$ cat src/rtl/jsas_pkg.sv
// Shared types, codes and defaults for the job slot admission scheduler.
`default_nettype none
package jsas_pkg;

   localparam int TABLE_ENTRIES_DEF = 16;
   localparam int MAX_SLOTS_DEF     = 5;

   localparam logic [2:0] CONC_FLOOR = 3'd1;
   localparam logic [2:0] CONC_CEIL  = 3'd5;
   localparam logic [2:0] CONC_RESET = 3'd3;

   localparam logic [0:0] CSR_MAX_CONC = 1'd0;
   localparam logic [0:0] CSR_AUTO_ACT = 1'd1;

   localparam logic [3:0] ACT_ADD       = 4'd0;
   localparam logic [3:0] ACT_PAUSE     = 4'd1;
   localparam logic [3:0] ACT_RESUME    = 4'd2;
   localparam logic [3:0] ACT_RETRY     = 4'd3;
   localparam logic [3:0] ACT_REMOVE    = 4'd4;
   localparam logic [3:0] ACT_FINISHED  = 4'd5;
   localparam logic [3:0] ACT_ERROR     = 4'd6;
   localparam logic [3:0] ACT_CANCELLED = 4'd7;
   localparam logic [3:0] ACT_TICK      = 4'd8;

   localparam logic [2:0] PH_IDLE    = 3'd0;
   localparam logic [2:0] PH_PAUSED  = 3'd1;
   localparam logic [2:0] PH_RUNNING = 3'd2;
   localparam logic [2:0] PH_DONE    = 3'd3;
   localparam logic [2:0] PH_FAILED  = 3'd4;

   localparam logic [1:0] KIND_ACK    = 2'd0;
   localparam logic [1:0] KIND_START  = 2'd1;
   localparam logic [1:0] KIND_CANCEL = 2'd2;
   localparam logic [1:0] KIND_FINISH = 2'd3;

   localparam logic [1:0] STAT_OK    = 2'd0;
   localparam logic [1:0] STAT_NF    = 2'd1;
   localparam logic [1:0] STAT_FULL  = 2'd2;

   localparam logic [1:0] MODE_NONE   = 2'd0;
   localparam logic [1:0] MODE_ADMIT  = 2'd1;
   localparam logic [1:0] MODE_FINISH = 2'd2;

   typedef struct packed {
      logic [3:0]  action;
      logic [15:0] job_id;
      logic        start_paused;
      logic [47:0] start_at;
      logic [47:0] now_ms;
   } req_type;

   typedef struct packed {
      logic [1:0]  kind;
      logic [15:0] job_ref;
      logic [2:0]  job_state;
      logic [1:0]  status;
      logic [1:0]  fired_action;
      logic        last;
   } rsp_type;

   typedef struct packed {
      logic [15:0] ident;
      logic [2:0]  phase;
      logic [47:0] start_time;
   } entry_type;

   typedef struct packed {
      logic capture;
      logic scan_start;
      logic do_ack;
      logic do_cancel;
      logic do_start;
      logic do_finish;
      logic flush;
   } dp_cmd_type;

   typedef struct packed {
      logic       scan_done;
      logic       emit_ok;
      logic       out_free;
      logic       need_cancel;
      logic [1:0] mode;
      logic       adm_go;
      logic       finish_go;
   } dp_sts_type;

endpackage
`default_nettype wire

$ cat src/rtl/jsas_ram.sv
// Generic single-write, single-read RAM with registered read data.
`default_nettype none
module jsas_ram #(
   parameter int WIDTH = 8,
   parameter int DEPTH = 16
) (
   input  wire logic                     clock,
   input  wire logic                     wr_en,
   input  wire logic [$clog2(DEPTH)-1:0] wr_addr,
   input  wire logic [WIDTH-1:0]         wr_data,
   input  wire logic [$clog2(DEPTH)-1:0] rd_addr,
   output logic      [WIDTH-1:0]         rd_data
);

   logic [WIDTH-1:0] mem_ff [DEPTH];
   logic [WIDTH-1:0] rd_data_ff;

   always_ff @(posedge clock) begin
      if (wr_en) begin
         mem_ff[wr_addr] <= wr_data;
      end
      rd_data_ff <= mem_ff[rd_addr];
   end

   assign rd_data = rd_data_ff;

endmodule
`default_nettype wire

$ cat src/rtl/jsas_dp.sv
// Datapath: job table, scan accumulators, action decode and result buffering.
`default_nettype none
module jsas_dp #(
   parameter int TABLE_ENTRIES = jsas_pkg::TABLE_ENTRIES_DEF,
   parameter int MAX_SLOTS     = jsas_pkg::MAX_SLOTS_DEF
) (
   input  wire logic                 clock,
   input  wire logic                 reset,
   input  wire jsas_pkg::dp_cmd_type cmd,
   output jsas_pkg::dp_sts_type      sts,
   input  wire jsas_pkg::req_type    req_data,
   output jsas_pkg::rsp_type         rsp_data,
   output logic                      rsp_valid,
   input  wire logic                 rsp_stall,
   input  wire logic                 csr_we,
   input  wire logic [0:0]           csr_addr,
   input  wire logic [2:0]           csr_wdata
);

   localparam int IW   = $clog2(TABLE_ENTRIES);
   localparam int CNTW = $clog2(TABLE_ENTRIES + 1);
   localparam int CMPW = (CNTW > 5) ? CNTW : 5;
   localparam int EW   = $bits(jsas_pkg::entry_type);

   // configuration
   logic [2:0] max_conc_ff, max_conc_in;
   logic [1:0] auto_act_ff, auto_act_in;

   // block state
   logic [TABLE_ENTRIES-1:0] valid_ff, valid_in;
   logic [15:0]              next_id_ff, next_id_in;
   logic                     fin_rep_ff, fin_rep_in;
   logic                     auto_fired_ff, auto_fired_in;

   jsas_pkg::req_type req_ff, req_in;

   // scan sequencing
   logic          scan_act_ff, scan_act_in;
   logic [IW-1:0] scan_idx_ff, scan_idx_in;
   logic          dvld_ff, dvld_in;
   logic [IW-1:0] didx_ff, didx_in;
   logic          done_ff, done_in;

   // scan accumulators
   logic                free_fnd_ff, free_fnd_in;
   logic [IW-1:0]       free_idx_ff, free_idx_in;
   logic                hit_fnd_ff, hit_fnd_in;
   logic [IW-1:0]       hit_idx_ff, hit_idx_in;
   jsas_pkg::entry_type hit_ent_ff, hit_ent_in;
   logic                best_fnd_ff, best_fnd_in;
   logic [IW-1:0]       best_idx_ff, best_idx_in;
   jsas_pkg::entry_type best_ent_ff, best_ent_in;
   logic [CNTW-1:0]     run_cnt_ff, run_cnt_in;
   logic                active_ff, active_in;

   // result buffering
   jsas_pkg::rsp_type pend_ff, pend_in;
   logic              pend_vld_ff, pend_vld_in;
   jsas_pkg::rsp_type rsp_ff, rsp_in;
   logic              rsp_vld_ff, rsp_vld_in;

   jsas_pkg::entry_type rd_ent;
   logic [EW-1:0]       rd_raw;
   logic                wr_en;
   logic [IW-1:0]       wr_addr;
   jsas_pkg::entry_type wr_ent;

   // action decode
   logic [15:0] a_ref;
   logic [2:0]  a_state;
   logic [1:0]  a_status;
   logic [1:0]  a_mode;
   logic        a_cancel;
   logic        a_hitw;
   logic [2:0]  a_newph;
   logic        a_add;
   logic        a_clrv;
   logic        a_clrfin;
   logic [2:0]  need_ph;

   logic [4:0]      lim;
   logic            out_free;
   logic            eligible;
   logic            dv;
   logic [1:0]      fired;
   jsas_pkg::rsp_type res_new;
   logic            emit;

   jsas_ram #(
      .WIDTH (EW),
      .DEPTH (TABLE_ENTRIES)
   ) u_table (
      .clock   (clock),
      .wr_en   (wr_en),
      .wr_addr (wr_addr),
      .wr_data (wr_ent),
      .rd_addr (scan_idx_ff),
      .rd_data (rd_raw)
   );

   assign rd_ent   = rd_raw;
   assign lim      = ({2'b00, max_conc_ff} > 5'(MAX_SLOTS)) ? 5'(MAX_SLOTS)
                                                           : {2'b00, max_conc_ff};
   assign out_free = !rsp_vld_ff || !rsp_stall;
   assign dv       = dvld_ff && valid_ff[didx_ff];
   assign eligible = dv && (rd_ent.phase == jsas_pkg::PH_IDLE)
                     && ((rd_ent.start_time == 48'd0) || (rd_ent.start_time <= req_ff.now_ms));
   assign fired    = (auto_act_ff != 2'd0 && !auto_fired_ff) ? auto_act_ff : 2'd0;
   assign need_ph  = (req_ff.action == jsas_pkg::ACT_RESUME) ? jsas_pkg::PH_PAUSED
                                                             : jsas_pkg::PH_FAILED;

   always_comb begin
      a_ref    = req_ff.job_id;
      a_state  = hit_ent_ff.phase;
      a_status = jsas_pkg::STAT_OK;
      a_mode   = jsas_pkg::MODE_NONE;
      a_cancel = 1'b0;
      a_hitw   = 1'b0;
      a_newph  = hit_ent_ff.phase;
      a_add    = 1'b0;
      a_clrv   = 1'b0;
      a_clrfin = 1'b0;
      case (req_ff.action)
         jsas_pkg::ACT_ADD: begin
            if (free_fnd_ff) begin
               a_ref   = next_id_ff;
               a_state = req_ff.start_paused ? jsas_pkg::PH_PAUSED : jsas_pkg::PH_IDLE;
               a_add   = 1'b1;
               a_mode  = req_ff.start_paused ? jsas_pkg::MODE_NONE : jsas_pkg::MODE_ADMIT;
            end else begin
               a_ref    = 16'd0;
               a_state  = jsas_pkg::PH_IDLE;
               a_status = jsas_pkg::STAT_FULL;
            end
         end
         jsas_pkg::ACT_TICK: begin
            a_ref   = 16'd0;
            a_state = jsas_pkg::PH_IDLE;
            a_mode  = jsas_pkg::MODE_ADMIT;
         end
         jsas_pkg::ACT_REMOVE: begin
            a_mode = jsas_pkg::MODE_ADMIT;
            if (hit_fnd_ff) begin
               a_cancel = (hit_ent_ff.phase == jsas_pkg::PH_RUNNING);
               a_clrv   = 1'b1;
            end else begin
               a_state  = jsas_pkg::PH_IDLE;
               a_status = jsas_pkg::STAT_NF;
            end
         end
         jsas_pkg::ACT_PAUSE, jsas_pkg::ACT_RESUME, jsas_pkg::ACT_RETRY,
         jsas_pkg::ACT_FINISHED, jsas_pkg::ACT_ERROR, jsas_pkg::ACT_CANCELLED: begin
            if (!hit_fnd_ff) begin
               a_state  = jsas_pkg::PH_IDLE;
               a_status = jsas_pkg::STAT_NF;
            end else if (req_ff.action == jsas_pkg::ACT_PAUSE) begin
               if (hit_ent_ff.phase == jsas_pkg::PH_RUNNING) begin
                  a_cancel = 1'b1;
               end else if (hit_ent_ff.phase == jsas_pkg::PH_IDLE) begin
                  a_hitw  = 1'b1;
                  a_newph = jsas_pkg::PH_PAUSED;
                  a_state = jsas_pkg::PH_PAUSED;
                  a_mode  = jsas_pkg::MODE_FINISH;
               end else begin
                  a_status = jsas_pkg::STAT_NF;
               end
            end else if (req_ff.action == jsas_pkg::ACT_RESUME
                         || req_ff.action == jsas_pkg::ACT_RETRY) begin
               if (hit_ent_ff.phase == need_ph) begin
                  a_hitw   = 1'b1;
                  a_newph  = jsas_pkg::PH_IDLE;
                  a_state  = jsas_pkg::PH_IDLE;
                  a_clrfin = 1'b1;
                  a_mode   = jsas_pkg::MODE_ADMIT;
               end else begin
                  a_status = jsas_pkg::STAT_NF;
               end
            end else if (req_ff.action == jsas_pkg::ACT_CANCELLED) begin
               a_mode = jsas_pkg::MODE_ADMIT;
               if (hit_ent_ff.phase == jsas_pkg::PH_RUNNING) begin
                  a_hitw  = 1'b1;
                  a_newph = jsas_pkg::PH_PAUSED;
                  a_state = jsas_pkg::PH_PAUSED;
               end else begin
                  a_status = jsas_pkg::STAT_NF;
               end
            end else begin
               a_hitw  = 1'b1;
               a_newph = (req_ff.action == jsas_pkg::ACT_FINISHED) ? jsas_pkg::PH_DONE
                                                                 : jsas_pkg::PH_FAILED;
               a_state = a_newph;
               a_mode  = jsas_pkg::MODE_ADMIT;
            end
         end
         default: begin
            a_ref    = 16'd0;
            a_state  = jsas_pkg::PH_IDLE;
            a_status = jsas_pkg::STAT_NF;
         end
      endcase
   end

   // table write port
   always_comb begin
      wr_en   = 1'b0;
      wr_addr = hit_idx_ff;
      wr_ent  = hit_ent_ff;
      if (cmd.do_start) begin
         wr_en        = 1'b1;
         wr_addr      = best_idx_ff;
         wr_ent       = best_ent_ff;
         wr_ent.phase = jsas_pkg::PH_RUNNING;
      end else if (cmd.do_ack && a_add) begin
         wr_en            = 1'b1;
         wr_addr          = free_idx_ff;
         wr_ent.ident     = next_id_ff;
         wr_ent.phase     = a_state;
         wr_ent.start_time = req_ff.start_at;
      end else if (cmd.do_ack && a_hitw) begin
         wr_en        = 1'b1;
         wr_ent.phase = a_newph;
      end
   end

   // result to emit this cycle
   always_comb begin
      emit    = cmd.do_ack || cmd.do_cancel || cmd.do_start || cmd.do_finish;
      res_new = '0;
      if (cmd.do_ack) begin
         res_new.kind      = jsas_pkg::KIND_ACK;
         res_new.job_ref   = a_ref;
         res_new.job_state = a_state;
         res_new.status    = a_status;
      end else if (cmd.do_cancel) begin
         res_new.kind      = jsas_pkg::KIND_CANCEL;
         res_new.job_ref   = req_ff.job_id;
         res_new.job_state = jsas_pkg::PH_RUNNING;
      end else if (cmd.do_start) begin
         res_new.kind      = jsas_pkg::KIND_START;
         res_new.job_ref   = best_ent_ff.ident;
         res_new.job_state = jsas_pkg::PH_RUNNING;
      end else if (cmd.do_finish) begin
         res_new.kind         = jsas_pkg::KIND_FINISH;
         res_new.fired_action = fired;
      end
   end

   always_comb begin
      max_conc_in   = max_conc_ff;
      auto_act_in   = auto_act_ff;
      valid_in      = valid_ff;
      next_id_in    = next_id_ff;
      fin_rep_in    = fin_rep_ff;
      auto_fired_in = auto_fired_ff;
      req_in        = req_ff;
      scan_act_in   = scan_act_ff;
      scan_idx_in   = scan_idx_ff;
      dvld_in       = scan_act_ff;
      didx_in       = scan_idx_ff;
      done_in       = done_ff;
      free_fnd_in   = free_fnd_ff;
      free_idx_in   = free_idx_ff;
      hit_fnd_in    = hit_fnd_ff;
      hit_idx_in    = hit_idx_ff;
      hit_ent_in    = hit_ent_ff;
      best_fnd_in   = best_fnd_ff;
      best_idx_in   = best_idx_ff;
      best_ent_in   = best_ent_ff;
      run_cnt_in    = run_cnt_ff;
      active_in     = active_ff;
      pend_in       = pend_ff;
      pend_vld_in   = pend_vld_ff;
      rsp_in        = rsp_ff;
      rsp_vld_in    = rsp_vld_ff;

      if (csr_we) begin
         case (csr_addr)
            jsas_pkg::CSR_MAX_CONC: begin
               if (csr_wdata < jsas_pkg::CONC_FLOOR) begin
                  max_conc_in = jsas_pkg::CONC_FLOOR;
               end else if (csr_wdata > jsas_pkg::CONC_CEIL) begin
                  max_conc_in = jsas_pkg::CONC_CEIL;
               end else begin
                  max_conc_in = csr_wdata;
               end
            end
            jsas_pkg::CSR_AUTO_ACT: auto_act_in = csr_wdata[1:0];
            default: ;
         endcase
      end

      if (cmd.capture) begin
         req_in = req_data;
      end

      // one entry a cycle; read data is registered in the RAM, so didx holds the index of the entry being read out
      if (scan_act_ff) begin
         if (scan_idx_ff == IW'(TABLE_ENTRIES - 1)) begin
            scan_act_in = 1'b0;
         end else begin
            scan_idx_in = scan_idx_ff + IW'(1);
         end
      end
      if (dvld_ff) begin
         if (!valid_ff[didx_ff] && !free_fnd_ff) begin
            free_fnd_in = 1'b1;
            free_idx_in = didx_ff;
         end
         if (dv && rd_ent.ident == req_ff.job_id && !hit_fnd_ff) begin
            hit_fnd_in = 1'b1;
            hit_idx_in = didx_ff;
            hit_ent_in = rd_ent;
         end
         if (dv && rd_ent.phase == jsas_pkg::PH_RUNNING) begin
            run_cnt_in = run_cnt_ff + CNTW'(1);
         end
         if (dv && rd_ent.phase <= jsas_pkg::PH_RUNNING) begin
            active_in = 1'b1;
         end
         if (eligible && (!best_fnd_ff || rd_ent.ident < best_ent_ff.ident)) begin
            best_fnd_in = 1'b1;
            best_idx_in = didx_ff;
            best_ent_in = rd_ent;
         end
         if (didx_ff == IW'(TABLE_ENTRIES - 1)) begin
            done_in = 1'b1;
         end
      end
      if (cmd.scan_start) begin
         scan_act_in = 1'b1;
         scan_idx_in = '0;
         dvld_in     = 1'b0;
         done_in     = 1'b0;
         free_fnd_in = 1'b0;
         hit_fnd_in  = 1'b0;
         best_fnd_in = 1'b0;
         run_cnt_in  = '0;
         active_in   = 1'b0;
      end

      if (cmd.do_ack) begin
         if (a_add) begin
            valid_in[free_idx_ff] = 1'b1;
            next_id_in            = next_id_ff + 16'd1;
            fin_rep_in            = 1'b0;
            auto_fired_in         = 1'b0;
         end
         if (a_clrv) begin
            valid_in[hit_idx_ff] = 1'b0;
         end
         if (a_clrfin) begin
            fin_rep_in = 1'b0;
         end
      end
      if (cmd.do_finish) begin
         fin_rep_in = 1'b1;
         if (fired != 2'd0) begin
            auto_fired_in = 1'b1;
         end
      end

      // two-deep result path: pending holds the newest until its last flag is known
      if (rsp_vld_ff && !rsp_stall) begin
         rsp_vld_in = 1'b0;
      end
      if (emit) begin
         if (pend_vld_ff) begin
            rsp_in     = pend_ff;
            rsp_vld_in = 1'b1;
         end
         pend_in     = res_new;
         pend_vld_in = 1'b1;
      end else if (cmd.flush) begin
         rsp_in      = pend_ff;
         rsp_in.last = 1'b1;
         rsp_vld_in  = 1'b1;
         pend_vld_in = 1'b0;
      end
   end

   always_ff @(posedge clock) begin
      if (reset) begin
         max_conc_ff   <= jsas_pkg::CONC_RESET;
         auto_act_ff   <= 2'd0;
         valid_ff      <= '0;
         next_id_ff    <= 16'd0;
         fin_rep_ff    <= 1'b0;
         auto_fired_ff <= 1'b0;
         scan_act_ff   <= 1'b0;
         dvld_ff       <= 1'b0;
         done_ff       <= 1'b0;
         pend_vld_ff   <= 1'b0;
         rsp_vld_ff    <= 1'b0;
      end else begin
         max_conc_ff   <= max_conc_in;
         auto_act_ff   <= auto_act_in;
         valid_ff      <= valid_in;
         next_id_ff    <= next_id_in;
         fin_rep_ff    <= fin_rep_in;
         auto_fired_ff <= auto_fired_in;
         scan_act_ff   <= scan_act_in;
         dvld_ff       <= dvld_in;
         done_ff       <= done_in;
         pend_vld_ff   <= pend_vld_in;
         rsp_vld_ff    <= rsp_vld_in;
      end
      req_ff      <= req_in;
      scan_idx_ff <= scan_idx_in;
      didx_ff     <= didx_in;
      free_fnd_ff <= free_fnd_in;
      free_idx_ff <= free_idx_in;
      hit_fnd_ff  <= hit_fnd_in;
      hit_idx_ff  <= hit_idx_in;
      hit_ent_ff  <= hit_ent_in;
      best_fnd_ff <= best_fnd_in;
      best_idx_ff <= best_idx_in;
      best_ent_ff <= best_ent_in;
      run_cnt_ff  <= run_cnt_in;
      active_ff   <= active_in;
      pend_ff     <= pend_in;
      rsp_ff      <= rsp_in;
   end

   assign sts.scan_done   = done_ff;
   assign sts.emit_ok     = !pend_vld_ff || out_free;
   assign sts.out_free    = out_free;
   assign sts.need_cancel = a_cancel;
   assign sts.mode        = a_mode;
   assign sts.adm_go      = best_fnd_ff && (CMPW'(run_cnt_ff) < CMPW'(lim));
   assign sts.finish_go   = !fin_rep_ff && !active_ff;

   assign rsp_data  = rsp_ff;
   assign rsp_valid = rsp_vld_ff;

endmodule
`default_nettype wire

$ cat src/rtl/jsas_ctrl.sv
// Controller: sequences scan passes, action, admissions and finish check.
`default_nettype none
module jsas_ctrl (
   input  wire logic                 clock,
   input  wire logic                 reset,
   input  wire logic                 req_valid,
   output logic                      req_stall,
   input  wire jsas_pkg::dp_sts_type sts,
   output jsas_pkg::dp_cmd_type      cmd
);

   localparam logic [3:0] ST_IDLE   = 4'd0;
   localparam logic [3:0] ST_SCAN0  = 4'd1;
   localparam logic [3:0] ST_ACK    = 4'd2;
   localparam logic [3:0] ST_CANCEL = 4'd3;
   localparam logic [3:0] ST_RESCAN = 4'd4;
   localparam logic [3:0] ST_SCAN   = 4'd5;
   localparam logic [3:0] ST_DECIDE = 4'd6;
   localparam logic [3:0] ST_START  = 4'd7;
   localparam logic [3:0] ST_FIN    = 4'd8;
   localparam logic [3:0] ST_FLUSH  = 4'd9;

   logic [3:0] state_ff, state_in;
   logic [1:0] mode_ff, mode_in;
   logic [3:0] after_act;

   assign after_act = (mode_ff == jsas_pkg::MODE_NONE) ? ST_FLUSH : ST_RESCAN;

   always_comb begin
      state_in = state_ff;
      mode_in  = mode_ff;
      cmd      = '0;
      case (state_ff)
         ST_IDLE: begin
            if (req_valid) begin
               cmd.capture    = 1'b1;
               cmd.scan_start = 1'b1;
               state_in       = ST_SCAN0;
            end
         end
         ST_SCAN0: begin
            if (sts.scan_done) begin
               state_in = ST_ACK;
            end
         end
         ST_ACK: begin
            if (sts.emit_ok) begin
               cmd.do_ack = 1'b1;
               mode_in    = sts.mode;
               if (sts.need_cancel) begin
                  state_in = ST_CANCEL;
               end else if (sts.mode == jsas_pkg::MODE_NONE) begin
                  state_in = ST_FLUSH;
               end else begin
                  state_in = ST_RESCAN;
               end
            end
         end
         ST_CANCEL: begin
            if (sts.emit_ok) begin
               cmd.do_cancel = 1'b1;
               state_in      = after_act;
            end
         end
         ST_RESCAN: begin
            cmd.scan_start = 1'b1;
            state_in       = ST_SCAN;
         end
         ST_SCAN: begin
            if (sts.scan_done) begin
               state_in = ST_DECIDE;
            end
         end
         ST_DECIDE: begin
            if (mode_ff == jsas_pkg::MODE_ADMIT && sts.adm_go) begin
               state_in = ST_START;
            end else if (sts.finish_go) begin
               state_in = ST_FIN;
            end else begin
               state_in = ST_FLUSH;
            end
         end
         ST_START: begin
            if (sts.emit_ok) begin
               cmd.do_start = 1'b1;
               state_in     = ST_RESCAN;
            end
         end
         ST_FIN: begin
            if (sts.emit_ok) begin
               cmd.do_finish = 1'b1;
               state_in      = ST_FLUSH;
            end
         end
         ST_FLUSH: begin
            if (sts.out_free) begin
               cmd.flush = 1'b1;
               state_in  = ST_IDLE;
            end
         end
         default: state_in = ST_IDLE;
      endcase
   end

   always_ff @(posedge clock) begin
      if (reset) begin
         state_ff <= ST_IDLE;
         mode_ff  <= jsas_pkg::MODE_NONE;
      end else begin
         state_ff <= state_in;
         mode_ff  <= mode_in;
      end
   end

   assign req_stall = (state_ff != ST_IDLE);

endmodule
`default_nettype wire

$ cat src/rtl/job_slot_admission_scheduler_top.sv
// Top level of the job slot admission scheduler.
// Usage:
//  - Request channel (req_valid / req_stall / req_data): one action per request.
//    A request is taken when req_valid is high and req_stall low.
//  - Result channel (rsp_valid / rsp_stall / rsp_data): an acknowledge, then an
//    optional cancel, start results, then an optional queue-finished record;
//    rsp_data.last marks the final record of a request.
//  - csr_we / csr_addr / csr_wdata: register 0 max_concurrent (clamped 1..5),
//    register 1 auto_action. Write only while no request is in flight.
// Timing: every pass over the job table reads one entry a cycle from the
//  table RAM. A request costs the lookup pass and an acknowledge step, a
//  cancel step if a running job is paused or removed, one more pass plus a
//  decide step if it admits or checks for finish, and another pass, decide
//  and start step per admitted job, a finish step if a queue-finished record
//  is sent, plus a flush step. One request at a time.
// Reset (synchronous, active high) empties the table, zeroes the id counter,
//  the finish and auto-fire flags, and loads max_concurrent 3, auto_action 0.
// A stalled result holds in the output register; one more result can wait in
//  a pending stage, after which the sequencer waits for the receiver.
`default_nettype none
module job_slot_admission_scheduler_top #(
   parameter int TABLE_ENTRIES = jsas_pkg::TABLE_ENTRIES_DEF,
   parameter int MAX_SLOTS     = jsas_pkg::MAX_SLOTS_DEF
) (
   input  wire logic              clock,
   input  wire logic              reset,
   input  wire logic              req_valid,
   output logic                   req_stall,
   input  wire jsas_pkg::req_type req_data,
   output logic                   rsp_valid,
   input  wire logic              rsp_stall,
   output jsas_pkg::rsp_type      rsp_data,
   input  wire logic              csr_we,
   input  wire logic [0:0]        csr_addr,
   input  wire logic [2:0]        csr_wdata
);

   jsas_pkg::dp_cmd_type cmd;
   jsas_pkg::dp_sts_type sts;

   // sequencer: lookup pass, action, admission loop, finish check
   jsas_ctrl u_ctrl (
      .clock     (clock),
      .reset     (reset),
      .req_valid (req_valid),
      .req_stall (req_stall),
      .sts       (sts),
      .cmd       (cmd)
   );

   // table, scan accumulators and result buffering
   jsas_dp #(
      .TABLE_ENTRIES (TABLE_ENTRIES),
      .MAX_SLOTS     (MAX_SLOTS)
   ) u_dp (
      .clock     (clock),
      .reset     (reset),
      .cmd       (cmd),
      .sts       (sts),
      .req_data  (req_data),
      .rsp_data  (rsp_data),
      .rsp_valid (rsp_valid),
      .rsp_stall (rsp_stall),
      .csr_we    (csr_we),
      .csr_addr  (csr_addr),
      .csr_wdata (csr_wdata)
   );

endmodule
`default_nettype wire

$ cat config.mk
export PLATFORM = sky130hd
export DESIGN_NAME = job_slot_admission_scheduler_top
export DESIGN_NICKNAME = d
export VERILOG_FILES = /design/src/rtl/jsas_pkg.sv /design/src/rtl/jsas_ram.sv /design/src/rtl/jsas_dp.sv /design/src/rtl/jsas_ctrl.sv /design/src/rtl/job_slot_admission_scheduler_top.sv
export SDC_FILE = /design/constraint.sdc
export NUM_CORES = 2
export LEC_CHECK = 0
export ABC_CLOCK_PERIOD_IN_PS = 12320
export BUFFER_PORTS_ARGS = -buffer_cell sky130_fd_sc_hd__buf_2
export CAP_MARGIN = 20
export CORE_AREA = 2 2 315 317
export DETAILED_ROUTE_END_ITERATION = 6
export DIE_AREA = 0 0 317 319
export PLACE_DENSITY = 0.77
export SETUP_SLACK_MARGIN = 0.05
export SLEW_MARGIN = 20
export SYNTH_ARGS = -nofsm -noshare
export SYNTH_HDL_FRONTEND = slang
export SYNTH_SLANG_ARGS = --single-unit
$ cat constraint.sdc
create_clock -name clock -period 12.32 [get_ports clock]
set_clock_uncertainty 0.2 [all_clocks]
set_input_delay 1.232 -clock clock [delete_from_list [all_inputs] [get_ports clock]]
set_output_delay 1.232 -clock clock [all_outputs]
set_load 0.02 [all_outputs]
* Word-level counts from Yosys, hierarchy flattened *
Memory sizes are Yosys's and may differ from the RTL's. A register that Yosys moved wholly into a read port is not among the register bits.
Index checks and enable logic that the tools add are counted.

storage, ports and cells
  register bits = 378
  word-level logic and storage cells = 302
  RAM bits = 1072
  bits of input ports = 126
  memories kept = 1
  output and inout port bits = 28

cells by class
  $add $sub $neg = 3
  reduce and logical (&&, ||, !) cells = 69
  equal/unequal tests = 33
  multiplexer cells = 133
  order comparisons = 12
  bitwise gates (word level) = 6

memories
  memory               words  width  read ports  clocked after Yosys merged registers in  wr ports  line            source
  u_dp.u_table.mem_ff  16     67     1           1                                        1         jsas_ram.sv:15  logic [WIDTH-1:0] mem_ff [DEPTH];

operators by type and width
  kind                                                              number
  16-bit two-way mux                                                5
  26-bit two-way mux                                                3
  67-bit two-way mux                                                1
  1-bit two-way mux                                                 62
  3-bit two-way mux                                                 19
  4-bit two-way mux                                                 14
  48-bit less-or-equal comparator                                   1
  48-bit logical NOT                                                1
  48-bit two-way mux                                                1
  4-bit one-hot mux with 10 select lines                            1
  19-bit two-way mux                                                2
  4-bit by 3-bit == test with 1-bit output (second input constant)  8
  16-bit one-hot mux with 2 select lines                            1
  2-bit two-way mux                                                 15
  2-bit AND reduction                                               13
  21-bit two-way mux                                                1
  4-bit == test (second input constant)                             5
  1-bit logical AND                                                 18
  16-bit by 1-bit adder with 16-bit output (second input constant)  1
  16-bit AND                                                        1
  16-bit == test                                                    1
  4-bit by 2-bit == test with 1-bit output (second input constant)  4
  16-bit less-than comparator                                       1
  16-bit inverter                                                   1
  other kinds (35)                                                  76

* Longest topological paths before layout *
  word-level depth = 14
  gate-level depth with buffers = 9
  gate-level depth less buffers = 8

* Cells and area by module *
Synthesis repeated with hierarchy kept, for this count alone.

second synthesis, totals
  cells, all modules = 3054
  area total of the unflattened synthesis = 58041.9 µm²

modules (own cells, without submodules)
  module     sequential area each (µm²)  cells an instance  area each (µm²)  times used
  jsas_ram   33532.2                     1724               41404.7          1
  jsas_dp    10560.1                     1255               16086.7          1
  jsas_ctrl  120.1                       75                 550.5            1

* Worst setup path after synthesis *
No wires, ideal clock.

  kind = register -> register
  from = register u_dp.req_ff[7] (netlist bit)
  to = register u_dp.best_ent_ff[0] (netlist bit) (enable)
  period minus slack after synthesis = 9.087 ns
  arrival = 8.224 ns
  path slack = 3.233 ns
  cell stages (with the launch flop) = 9
  library setup time = 0.663 ns
  buffers on the path = 0
  path through = edfxtp_1 inv_1 ha_1 a2111oi_0 a2111o_1 a31oi_1 a2111oi_0 nor3_1 nor4bb_1

between the ends
  cells in the longest elaborated chain, start to end = 5

ends and longest elaborated chain
  element                          line            source
  start: declaration               jsas_dp.sv:35   jsas_pkg::req_type req_ff, req_in;
  start signal: assignment         jsas_dp.sv:407  req_ff <= req_in;
  48-bit less-or-equal comparator  jsas_dp.sv:107  && ((rd_ent.start_time == 48'd0) || (rd_ent.start_time <= req_ff.now_ms));
  1-bit logical OR                 jsas_dp.sv:107
  1-bit logical AND                jsas_dp.sv:107
  1-bit logical AND                jsas_dp.sv:320  if (eligible && (!best_fnd_ff || rd_ent.ident < best_ent_ff.ident)) begin
  2-bit AND reduction (no line)    -
  end signal: assignment           jsas_dp.sv:417  best_ent_ff <= best_ent_in;
  end: declaration                 jsas_dp.sv:52   jsas_pkg::entry_type best_ent_ff, best_ent_in;

Every way passes these cells.
A chain may end at the register's enable or synchronous reset.

* Worst setup path in the final report *
  from = input rsp_stall
  to = memory u_dp.u_table.mem_ff[11][38] (netlist bit) (enable)

between the ends
  cells in the longest elaborated chain, start to end = 11
  elaborated cells between the ends (all ways) = 15

ends and longest elaborated chain
  element                                  line                                    source
  start: declaration                       job_slot_admission_scheduler_top.sv:31  input wire logic rsp_stall,
  1-bit logical NOT (*)                    jsas_dp.sv:104                          assign out_free = !rsp_vld_ff || !rsp_stall;
  1-bit logical OR (*)                     jsas_dp.sv:104
  1-bit logical OR (*)                     jsas_dp.sv:425                          assign sts.emit_ok = !pend_vld_ff || out_free;
  1-bit two-way mux (*)                    jsas_ctrl.sv:47, jsas_ctrl.sv:84
  1-bit two-way mux                        jsas_ctrl.sv:33                         case (state_ff)
  1-bit logical AND                        jsas_dp.sv:219                          end else if (cmd.do_ack && a_hitw) begin
  1-bit two-way mux                        jsas_dp.sv:219
  1-bit two-way mux                        jsas_dp.sv:213                          end else if (cmd.do_ack && a_add) begin
  1-bit two-way mux                        jsas_dp.sv:208                          if (cmd.do_start) begin
  1-bit two-way mux                        jsas_ram.sv:19                          if (wr_en) begin
  1-bit two-way mux (implied by the code)  jsas_ram.sv:20                          mem_ff[wr_addr] <= wr_data;
  end: declaration                         jsas_ram.sv:15

Every way passes the cells marked *; elsewhere a longest branch is shown, timed or not.

==> flow_summary.yaml <==
global_routing:
  antenna_found_initial: 0
  grt_max_degree: 147
  grt_pass1_wl_um: 201000
  track_usage_pct: 27.3
  grt_overflow: 0
  grt_pass1_vias: 31502
die:
  start_util_pct: 59.5
  die_area_sq_mm: 0.101
  die_w_um: 317
  io_pins: 154
  die_y_um: 319
  coreArea_sq_mm: 0.0977
  core.rowCount: 115
critical_path:
  critPathCaptureType: "flop"
  reg2reg_depth: 9
  worstSetupStartpointType: "input pin"
  crit_required_ns: 12.49
  r2r-start: "u_ctrl.state_ff[2]"
  path_class: "in2reg"
  crit_start: "rsp_stall"
  critPathMaxFanout: 58
  cp.arrival_ns: 5.15
drt:
  wl_per_cell_um: 29.6
  ant_nets: 0
  dr.pass1.iters: 6
  wirelength_um: 135000
  drt_iter0_markers: 3780
  dr_total_vias: 30303
  via_per_inst: 6.63
  drcViolationCount: 0
yosys:
  yosysSeqAreaShare_pct: 76.0
  yosys.cell_types.count: 68
  ys_ff_latch: 1517
  postSynthAreaPerCell_sq_um: 19.8
  syn_nets: 3135
  netlist_area_sq_mm: 0.0582
  synth_warnings: 0
  async_flop_share_pct: 0
  synth_edf_count: 1383
  dominantRegCellSynth: "edfxtp_1"
  synthCells: 2941
timing:
  hold_violations: 0
  drv_slew: 0
  fmax_ghz: 0.201
  slew_headroom_pct: 21.0
  finalSetupTns_ns: 0
  finalSetupViolCount: 0
  worstMarginPinSlew_ns: 1.17
  rsz0062_at_grt: "false"
  min_period_ns: 4.98
  period_share_pct: 40.4
clock_tree:
  clock_path_buffers: 3
  cts_resized: 0
  cts_inserted_buffers: 147
  clkTransAtPathRegs_ns: 0.06
  root_buffer: "clkbuf_16"
  postCtsSetupBuffers: 0
  hold_buffers: 0
  cts_htree_levels: 4
  clk_latency_ns: 0.77
  cts_tree: "done"
  clock-sinks: 1517
cells_and_area:
  n_antenna_cell: 0
  layout_commonest_cell: "edfxtp_1"
  fill_cells: 5784
  layout.nets: 3357
  drive_gt1_share_pct: 26.5
  final_area_sq_mm: 0.0659
  synthToLayoutAreaGrowth_pct: 13.3
  mostFrequentLayoutCells: "1383 x edfxtp_1, 336 x mux4_2, 167 x nand2_1, 154 x buf_2, 149 x clkbuf_16"
power:
  ir_drop_mv: 0.233
  seq_power_share_pct: 48.8
  powerDensity_mw_per_mm2: 196
  power_frac_clock_pct: 35.6
  netSwitchingPower_mw: 3.31
  p_sw_share_pct: 25.6
  p_leak_nw: 21.3
  power.internal_mw: 9.61
  p_comb_share_pct: 15.6
placement:
  portBuffers: 153
  post-dp-hpwl_um: 72700
  gp_congestion: 0.859
  post_dp_cell_area_sq_mm: 0.0607
run_status:
  outcome: "finished clean"
hold_path:
  hold_depth: 0
  hp-class: "reg2reg"
  hold_start: "u_dp.pend_ff[18]"
run:
  cap_violations: 0
==> flip-flops by register name, indices dropped and copies added (netlist names), 2 cells and up <==
signal and flops:
u_dp.u_table.mem_ff 1072, u_dp.req_ff 117, u_dp.hit_ent_ff 67, u_dp.u_table.rd_data 67
u_dp.best_ent_ff 64, u_dp.rsp_data 26, u_dp.pend_ff 25, u_dp.next_id_ff 16
u_dp.valid_ff 16, u_dp.run_cnt_ff 5, u_ctrl.state_ff 4, u_dp.best_idx_ff 4
u_dp.didx_ff 4, u_dp.didx_in 4, u_dp.free_idx_ff 4, u_dp.hit_idx_ff 4
u_dp.max_conc_ff 3, u_ctrl.mode_ff 2, u_dp.auto_act_ff 2
==> metrics by stage <==
stage / setup WS [ns] / total power, mW / util, % / hold WS [ns] / instances
detailed placement: 6.65 / 8.37 / 62.1 / 0.205 / 4301
CTS: 7.41 / 13.0 / 67.2 / 0.220 / 4572
finish: 7.34 / 12.9 / 67.4 / 0.220 / 4572
floorplan: 3.23 / 7.73 / - / 0.129 / 2941
global route: 7.18 / 13.3 / 67.4 / 0.223 / 4572
global placement: 6.41 / 8.28 / 62.0 / 0.200 / 4299
==> power by group through the flow <==
stage | Clock [mW] | Sequential (mW) | Combinational, mW
global placement | 0 | 6.38 | 1.90
CTS | 4.65 | 6.29 | 2.03
detailed placement | 0 | 6.39 | 1.98
finish | 4.60 | 6.30 | 2.02
floorplan | 0 | 6.18 | 1.55
global route | 4.83 | 6.32 | 2.15
==> worst paths after layout <==
kind                                               endpoint  slack, ns
worst max register to register  u_dp.u_table.mem_ff[11][38]       7.42
worst max-delay path            u_dp.u_table.mem_ff[11][38]       7.34
worst min-delay path                      u_dp.rsp_data[18]       0.22
worst min register to register            u_dp.rsp_data[18]       0.22
==> synth_stat cells, drive strengths merged (3+ instances only) <==
cell type  number  area share, %
o211ai          3          0.039
xor2           29           0.44
nand3          25           0.22
a211oi         21           0.27
nand4          23           0.25
and2            7          0.075
clkbuf         86           0.56
a21oi          57           0.49
buf            51           0.43
o32ai           4          0.060
dfxtp         134            4.6
or2             5          0.054
o21a            8           0.10
a22oi          34           0.44
ha             68            1.5
nor4b           3          0.071
and3           11           0.12
xnor2          10           0.15
inv            77           0.50
edfxtp       1383             71
o22ai          18           0.19
nand2         167            1.1
nand3b          3          0.039
nor2b          10           0.11
nor2          144           0.93
nor3           26           0.23
nor3b           6          0.086
o31ai           9           0.12
or3             4          0.043
a31oi          57           0.61
mux4          340             13
nor4           18           0.19
a2111oi         5          0.075
nand2b          8          0.086
and4            3          0.049
a21o           14           0.18
mux2i          22           0.38
o21ai          20           0.17
==> final cells by class <==
class	instances	area [sq um]	area share, %
clock buffers	184	4000	6.07
multi-input cells	1210	13600	20.6
clock inverters	87	952	1.45
flip-flops and latches	1517	44200	67.1
inverters	77	289	0.439
well taps	1287	1610	2.44
repair buffers	210	1240	1.88
==> worst max-delay path: stages <==
cell	delay, ns
buf_2	0.14
nand3_1	0.27
nand4_1	0.18
buf_4	0.78
mux2i_1	0.23
o21ai_0	0.39
nand2_1	0.34
nor2_4	0.70
buf_4	0.81
==> per-layer routing <==
metal,track usage [%],up-vias,wire [um]
li1,-,12424,-
met1,36.1,15671,49600
met2,46.1,1916,70100
met3,4.70,292,11400
met4,9.25,0,4260
met5,0,-,0
==> kinds of logic after synthesis <==
| group | count (synthesis) | share of synthesized area, % |
|---|---|---|
| flops | 1517 | 76.0 |
| simple gates | 469 | 3.73 |
| mux | 362 | 13.6 |
| compound gates | 272 | 3.15 |
| buf+inv | 214 | 1.48 |
| fa+ha+maj | 68 | 1.46 |
| xor+xnor | 39 | 0.587 |
Power figures use the tool's default switching activity.
